## src/sv/u8dls_pkg.sv

```systemverilog
// shared types and constants for the utf-8 line-split decoder
`timescale 1ns / 1ps

package u8dls_pkg;

  localparam int unsigned ByteW = 8;
  localparam int unsigned CpW   = 21;
  localparam int unsigned KindW = 2;
  localparam int unsigned MaxRes = 5;   // four code points and the end marker
  localparam int unsigned ResCntW = 3;

  localparam logic [ByteW-1:0] SubstChar = 8'h3F;  // '?'
  localparam logic [CpW-1:0]   CrCode    = 21'h0D;
  localparam logic [CpW-1:0]   LfCode    = 21'h0A;

  typedef enum logic [KindW-1:0] {
    KIND_CODE = 2'd0,
    KIND_LINE = 2'd1,
    KIND_END  = 2'd2
  } kind_e;

  typedef struct packed {
    kind_e          kind;
    logic [CpW-1:0] cp;
  } res_t;

endpackage

```

## src/sv/utf8_decode_line_split.sv

```systemverilog
// utf-8 decoder with line splitting, one text byte per word
`timescale 1ns / 1ps

// Takes one text byte per cycle on the slave side (tlast marks the final byte of
// the text) and yields decoded items on the master side: a code point, a line
// break for a decoded LF, or an end marker after the final byte. Decoding is
// lenient: the lead byte alone sets the sequence length of 1 to 4 bytes, the
// following bytes are taken whatever their top bits, and a byte that fits no
// lead pattern decodes as '?'. A decoded CR is dropped. If the text ends while
// a sequence is short of bytes, the lead byte gives '?' and the remaining bytes
// are decoded again one after the other. Each accepted byte is decoded in the
// same cycle and its results (none, one, or up to five for the final byte) are
// loaded into a five-entry output shift register; one result leaves per cycle
// while m_axis_tready is high. Throughput is one byte per cycle while each byte
// gives at most one result and the master side takes every result, and a new
// byte is taken in the same cycle that the previous last result is taken, so a
// final byte holds the input off until all but its last result are taken.
module utf8_decode_line_split
  import u8dls_pkg::*;
(
  input  logic              clk_i,
  input  logic              rst_ni,
  input  logic              s_axis_tvalid,
  output logic              s_axis_tready,
  input  logic [ByteW-1:0]  s_axis_tdata,   // [7:0] text_byte
  input  logic              s_axis_tlast,   // end_of_text
  output logic              m_axis_tvalid,
  input  logic              m_axis_tready,
  output logic [23:0]       m_axis_tdata,   // [20:0] code_point, [23:21] zero
  output logic [KindW-1:0]  m_axis_tuser,   // [1:0] item_kind
  output logic              m_axis_tlast    // last_result
);

  // sequence length from a lead byte, zero when no pattern fits
  function automatic logic [2:0] seq_len(input logic [ByteW-1:0] b);
    logic [2:0] l;
    if (b[7] == 1'b0) l = 3'd1;
    else if ((b & 8'hE0) == 8'hC0) l = 3'd2;
    else if ((b & 8'hF0) == 8'hE0) l = 3'd3;
    else if ((b & 8'hF8) == 8'hF0) l = 3'd4;
    else l = 3'd0;
    return l;
  endfunction

  // build a code point from the bytes of one sequence
  function automatic logic [CpW-1:0] assemble(input logic [3:0][ByteW-1:0] p,
                                              input logic [2:0] len);
    logic [CpW-1:0] cp;
    unique case (len)
      3'd2: cp = CpW'({p[0][4:0], p[1][5:0]});
      3'd3: cp = CpW'({p[0][3:0], p[1][5:0], p[2][5:0]});
      3'd4: cp = {p[0][2:0], p[1][5:0], p[2][5:0], p[3][5:0]};
      default: cp = CpW'(p[0]);
    endcase
    return cp;
  endfunction

  function automatic res_t code_res(input logic [CpW-1:0] cp);
    res_t r;
    if (cp == LfCode) begin
      r.kind = KIND_LINE;
      r.cp   = '0;
    end else begin
      r.kind = KIND_CODE;
      r.cp   = cp;
    end
    return r;
  endfunction

  // decoder state
  logic [ByteW-1:0] hb_q [3];
  logic [1:0]       hc_q, hc_d;
  logic [1:0]       need_q, need_d;

  // result shift register, entry 0 drives the master side
  res_t               res_q [MaxRes];
  logic [ResCntW-1:0] cnt_q;

  logic in_acc, out_take;
  assign s_axis_tready = (cnt_q == '0) || ((cnt_q == ResCntW'(1)) && m_axis_tready);
  assign in_acc   = s_axis_tvalid && s_axis_tready;
  assign out_take = m_axis_tvalid && m_axis_tready;

  // decode of the accepted byte
  res_t               lst [MaxRes];
  logic [ResCntW-1:0] n;

  always_comb begin
    logic [3:0][ByteW-1:0] buf_b;
    logic [3:0][ByteW-1:0] win;
    logic [2:0]            len;
    logic [2:0]            pos;
    logic [2:0]            idx;
    logic [2:0]            l;
    logic [CpW-1:0]        cp;
    logic                  emit;

    for (int k = 0; k < MaxRes; k++) lst[k] = '{kind: KIND_END, cp: '0};
    n      = '0;
    hc_d   = hc_q;
    need_d = need_q;
    cp     = '0;
    emit   = 1'b0;
    idx    = '0;
    l      = '0;

    // held bytes followed by the new byte
    for (int k = 0; k < 4; k++) begin
      if (k < 3 && 2'(k) < hc_q) buf_b[k] = hb_q[k < 3 ? k : 0];
      else if (3'(k) == {1'b0, hc_q}) buf_b[k] = s_axis_tdata;
      else buf_b[k] = '0;
    end
    len = {1'b0, hc_q} + 3'd1;
    pos = '0;
    win = '0;

    if (s_axis_tlast) begin
      // the bytes held and the final byte are decoded as a whole text
      for (int s = 0; s < 4; s++) begin
        if (pos < len) begin
          for (int k = 0; k < 4; k++) begin
            idx    = pos + 3'(k);
            win[k] = (idx < 3'd4) ? buf_b[idx[1:0]] : '0;
          end
          l = seq_len(win[0]);
          if (l == 3'd1) begin
            cp  = CpW'(win[0]);
            pos = pos + 3'd1;
          end else if (l >= 3'd2 && (pos + l) <= len) begin
            cp  = assemble(win, l);
            pos = pos + l;
          end else begin
            cp  = CpW'(SubstChar);
            pos = pos + 3'd1;
          end
          if (cp != CrCode) begin
            lst[n] = code_res(cp);
            n      = n + 3'd1;
          end
        end
      end
      lst[n] = '{kind: KIND_END, cp: '0};
      n      = n + 3'd1;
      hc_d   = '0;
      need_d = '0;
    end else if (hc_q == '0 || need_q == '0) begin
      l      = seq_len(s_axis_tdata);
      hc_d   = '0;
      need_d = '0;
      if (l == 3'd1) begin
        cp   = CpW'(s_axis_tdata);
        emit = 1'b1;
      end else if (l == 3'd0) begin
        cp   = CpW'(SubstChar);
        emit = 1'b1;
      end else begin
        hc_d   = 2'd1;
        need_d = 2'(l - 3'd1);
      end
    end else if (need_q == 2'd1) begin
      cp     = assemble(buf_b, len);
      emit   = 1'b1;
      hc_d   = '0;
      need_d = '0;
    end else if (hc_q < 2'd3) begin
      hc_d   = hc_q + 2'd1;
      need_d = need_q - 2'd1;
    end else begin
      hc_d   = '0;
      need_d = '0;
    end

    if (emit && cp != CrCode) begin
      lst[0] = code_res(cp);
      n      = 3'd1;
    end
  end

  always_ff @(posedge clk_i or negedge rst_ni) begin
    if (!rst_ni) begin
      hc_q   <= '0;
      need_q <= '0;
    end else if (in_acc) begin
      hc_q   <= hc_d;
      need_q <= need_d;
    end
  end

  // held bytes take every non-final byte but the one that completes a sequence
  always_ff @(posedge clk_i) begin
    if (in_acc && !s_axis_tlast) begin
      if (hc_q == '0 || need_q == '0) hb_q[0] <= s_axis_tdata;
      else if (need_q >= 2'd2 && hc_q < 2'd3) hb_q[hc_q] <= s_axis_tdata;
    end
  end

  // result list: load on accept, otherwise shift out one per taken word
  always_ff @(posedge clk_i or negedge rst_ni) begin
    if (!rst_ni) begin
      cnt_q <= '0;
    end else if (in_acc) begin
      cnt_q <= n;
    end else if (out_take) begin
      cnt_q <= cnt_q - ResCntW'(1);
    end
  end

  always_ff @(posedge clk_i) begin
    if (in_acc) begin
      for (int k = 0; k < MaxRes; k++) res_q[k] <= lst[k];
    end else if (out_take) begin
      for (int k = 0; k < MaxRes - 1; k++) res_q[k] <= res_q[k+1];
    end
  end

  assign m_axis_tvalid = (cnt_q != '0);
  assign m_axis_tdata  = {3'b000, res_q[0].cp};
  assign m_axis_tuser  = res_q[0].kind;
  assign m_axis_tlast  = (cnt_q == ResCntW'(1));

`ifndef SYNTHESIS
  a_cnt_range: assert property (@(posedge clk_i) disable iff (!rst_ni)
    cnt_q <= ResCntW'(MaxRes))
    else $error("result count out of range");

  a_ready_drained: assert property (@(posedge clk_i) disable iff (!rst_ni)
    s_axis_tready |-> cnt_q <= ResCntW'(1))
    else $error("input taken while results still queued");

  a_end_follows: assert property (@(posedge clk_i) disable iff (!rst_ni)
    (in_acc && s_axis_tlast) |=> (m_axis_tvalid && hc_q == '0 && need_q == '0))
    else $error("final byte gave no results or left state behind");

  a_end_is_last: assert property (@(posedge clk_i) disable iff (!rst_ni)
    (m_axis_tvalid && m_axis_tuser == KIND_END) |-> m_axis_tlast)
    else $error("end marker not the last result");

  a_state_pair: assert property (@(posedge clk_i) disable iff (!rst_ni)
    (hc_q == '0) == (need_q == '0))
    else $error("held count and missing bytes disagree");
`endif

endmodule
```

## config.mk

```make
export PLATFORM = sky130hd
export DESIGN_NAME = utf8_decode_line_split
export DESIGN_NICKNAME = d
export VERILOG_FILES = /design/src/sv/u8dls_pkg.sv /design/src/sv/utf8_decode_line_split.sv
export SDC_FILE = /design/constraint.sdc
export NUM_CORES = 1
export LEC_CHECK = 0
export BUFFER_PORTS_ARGS = -buffer_cell sky130_fd_sc_hd__buf_2
export CAP_MARGIN = 20
export CORE_UTILIZATION = 35
export DETAILED_ROUTE_END_ITERATION = 10
export PLACE_DENSITY = 0.47
export SKIP_CTS_REPAIR_TIMING = 1
export SLEW_MARGIN = 40
export SYNTH_ARGS = -nofsm -noshare
export SYNTH_HDL_FRONTEND = slang
export SYNTH_SLANG_ARGS = --single-unit
```

## constraint.sdc

```tcl
create_clock -name clk_i -period 20.3 [get_ports clk_i]
set_input_delay 1.015 -clock clk_i [delete_from_list [all_inputs] [get_ports clk_i]]
set_output_delay 1.015 -clock clk_i [all_outputs]
set_load 0.02 [all_outputs]
```

==> results.toml <==
[timing]
fin_worst_skew_ns = 0.0142
fmax_mhz = 54.2
drv_slew = 0
worst_pin_slew_ns = 0.916
rsz0062_at_grt = "no"
hold_violations = 0
fin_crit_ns = 18.45
setup_viol = 0
fin_setup_tns_ns = 0
slew_headroom_pct = 38.9
min_period_over_period_pct = 90.9

[cts]
clock_sinks = 146
clk_latency_ns = 0.48
cts_buffers = 17
root_buffer = "clkbuf_16"
cts_tree = "done"
cts_max_level = 4
clk_pin_slew_worst_paths_ns = 0.07
clock_path_buffers = 2

[critical_path]
critPathTopFamily = "compound AO/OA/AOI/OAI gates"
crit_path_start_kind = "flop"
critPathCapture = "res_q[0][68]"
max_stage_delay_ns = 0.62
rrSetupSlack_ns = 1.85
cp_data_required_time_ns = 20.51
criticalPathCategory = "reg2reg"
worstReg2RegStart = "hc_q[1]"
cp-end-kind = "flop"
cp.depth = 68
reg2reg_to = "res_q[0][68]"
critPathBufInv = 13
setup.worst_path.start = "hc_q[1]"
critPathMaxFanout = 29
slowest_stage = "a221oi_1"
critPathArrivalTime_ns = 18.67
r2r_cells = 68

[logic_synthesis]
synth_edf_count = 139
syn_inst = 2093
ys_seq_area_share_pct = 25.8
synth-async-reset-ratio_pct = 4.79
syn_area_um2 = 16800
syn_area_per_cell_um2 = 8.04
ys.flop_type = "edfxtp_1"
yosysWarnings = 0
synth_cell_type_count = 116
ys_seq_elements = 146

[drt]
finalWirelength_um = 92200
drtPass1Iterations = 8
viasPerCell = 7.04
ant_nets = 0
drc = 0
drt_iter0_drc = 2998
routedWlPerCell_um = 34.5
via_count = 18848

[floorplan]
core_um2 = 47000
start_util_pct = 35.8
num_io_pins = 42
die_x_um = 221
row_count = 79
die_area_um2 = 49000
die_y_um = 221

[status]
outcome = "completed"

[global_route]
grt_pass1_vias = 17469
grt_pass1_wl_um = 131000
track_usage_pct = 37.0
grt_remaining_overflow = 0
antenna_found_initial = 3
grt_max_degree = 73

[cells_and_area]
final_core_util_pct = 38.9
drive_gt1_share_pct = 14.1
final_cell_area_um2 = 18300
syn2layout_area_growth_pct = 8.48
nets = 2120

[run]
max_cap_viol_count = 0

[min_path]
hp-class = "in2async"

[place]
gp_congestion = 1.00
io_buffers = 38
dp.final_hpwl_um = 68800
placed_area_um2 = 17700
flip-flops by register name, indices dropped and copies added, names as in the netlist:
signal / flops
res_q: 115
hb_q: 24
hc_q: 2
need_q: 2
cnt_q: 3
routing by layer:
metal	share of wire, %	track usage [%]
met4	4.5	16.3
met2	42	53.8
met5	0.029	0
met3	11	7.24
met1	43	52.8
cell usage after synthesis, drive strengths merged, types with 49 or more instances:
cell	number	area share, %
a21oi	151	4.8
inv	51	1.2
o211ai	74	3.4
nand3	79	2.5
buf	86	3.1
o21ai	135	4.1
nor3	65	2.0
nor2	181	4.2
clkbuf	115	2.6
mux2i	64	3.8
edfxtp	139	25
nand2	250	5.6
ha	49	3.6
a22o	58	3.0
layout by cell type, fill, tap and decap left out, types with 20 or more instances in the layout:
cell type and n:
nor3_1 61, nand2_1 248, and2_1 22, ha_1 48
o21ai_1 22, buf_4 100, a32o_1 25, edfxtp_1 139
mux2i_1 63, o21a_1 20, o22ai_1 28, a22oi_1 34
inv_1 46, a22o_1 57, o211ai_1 73, o21ai_0 110
nand2b_1 23, a211oi_1 37, nand3_1 76, buf_2 41
nor2_1 177, a31oi_1 39, a21oi_1 142
final cells by class:
type,count,area [um2]
Multi-Input combinational cell,1695,11400
Tap cell,607,759
Clock inverter,15,140
Antenna cell,1,2.50
Fill cell,4828,28700
Clock buffer,17,425
Timing Repair Buffer,142,967
Inverter,53,204
Sequential cell,146,4350
through the flow:
stage                     setup slack, ns  std cells  hold WS (ns)
after global placement               2.10       2640         0.521
after floorplan                      4.12       2095         0.498
after detailed placement             1.73       2643         0.526
final                                1.85       2676         0.392
after CTS                            1.67       2675         0.364
after global routing                0.381       2675         0.384
logic make-up (layout without fill, tap and decap cells):
| family | after synthesis | in the layout | share of synthesized area (%) |
|---|---|---|---|
| and+or+nand+nor | 738 | 738 | 21.1 |
| AOI/OAI and AO/OA | 792 | 792 | 34.2 |
| muxes | 98 | 98 | 7.29 |
| DFF | 146 | 146 | 25.8 |
| other | 1 | 4 | 0.0223 |
| xor gates and xnor gates | 12 | 12 | 0.625 |
| buffers and inverters | 254 | 227 | 6.88 |
| adders and majority gates | 52 | 52 | 4.00 |
how the worst min path moves through the flow:
stage,end,cells past startpoint,slack [ns]
2_1_floorplan,cnt_q[1],2,0.50
3_3_place_gp,cnt_q[1],2,0.52
3_5_place_dp,res_q[0][35],1,0.53
4_1_cts,hc_q[1],1,0.36
5_1_grt,need_q[0],1,0.38
6_report,cnt_q[2],1,0.39
Power is not shown: default switching activity piles up to over one toggle a cycle in this logic, so the estimate is an artifact.
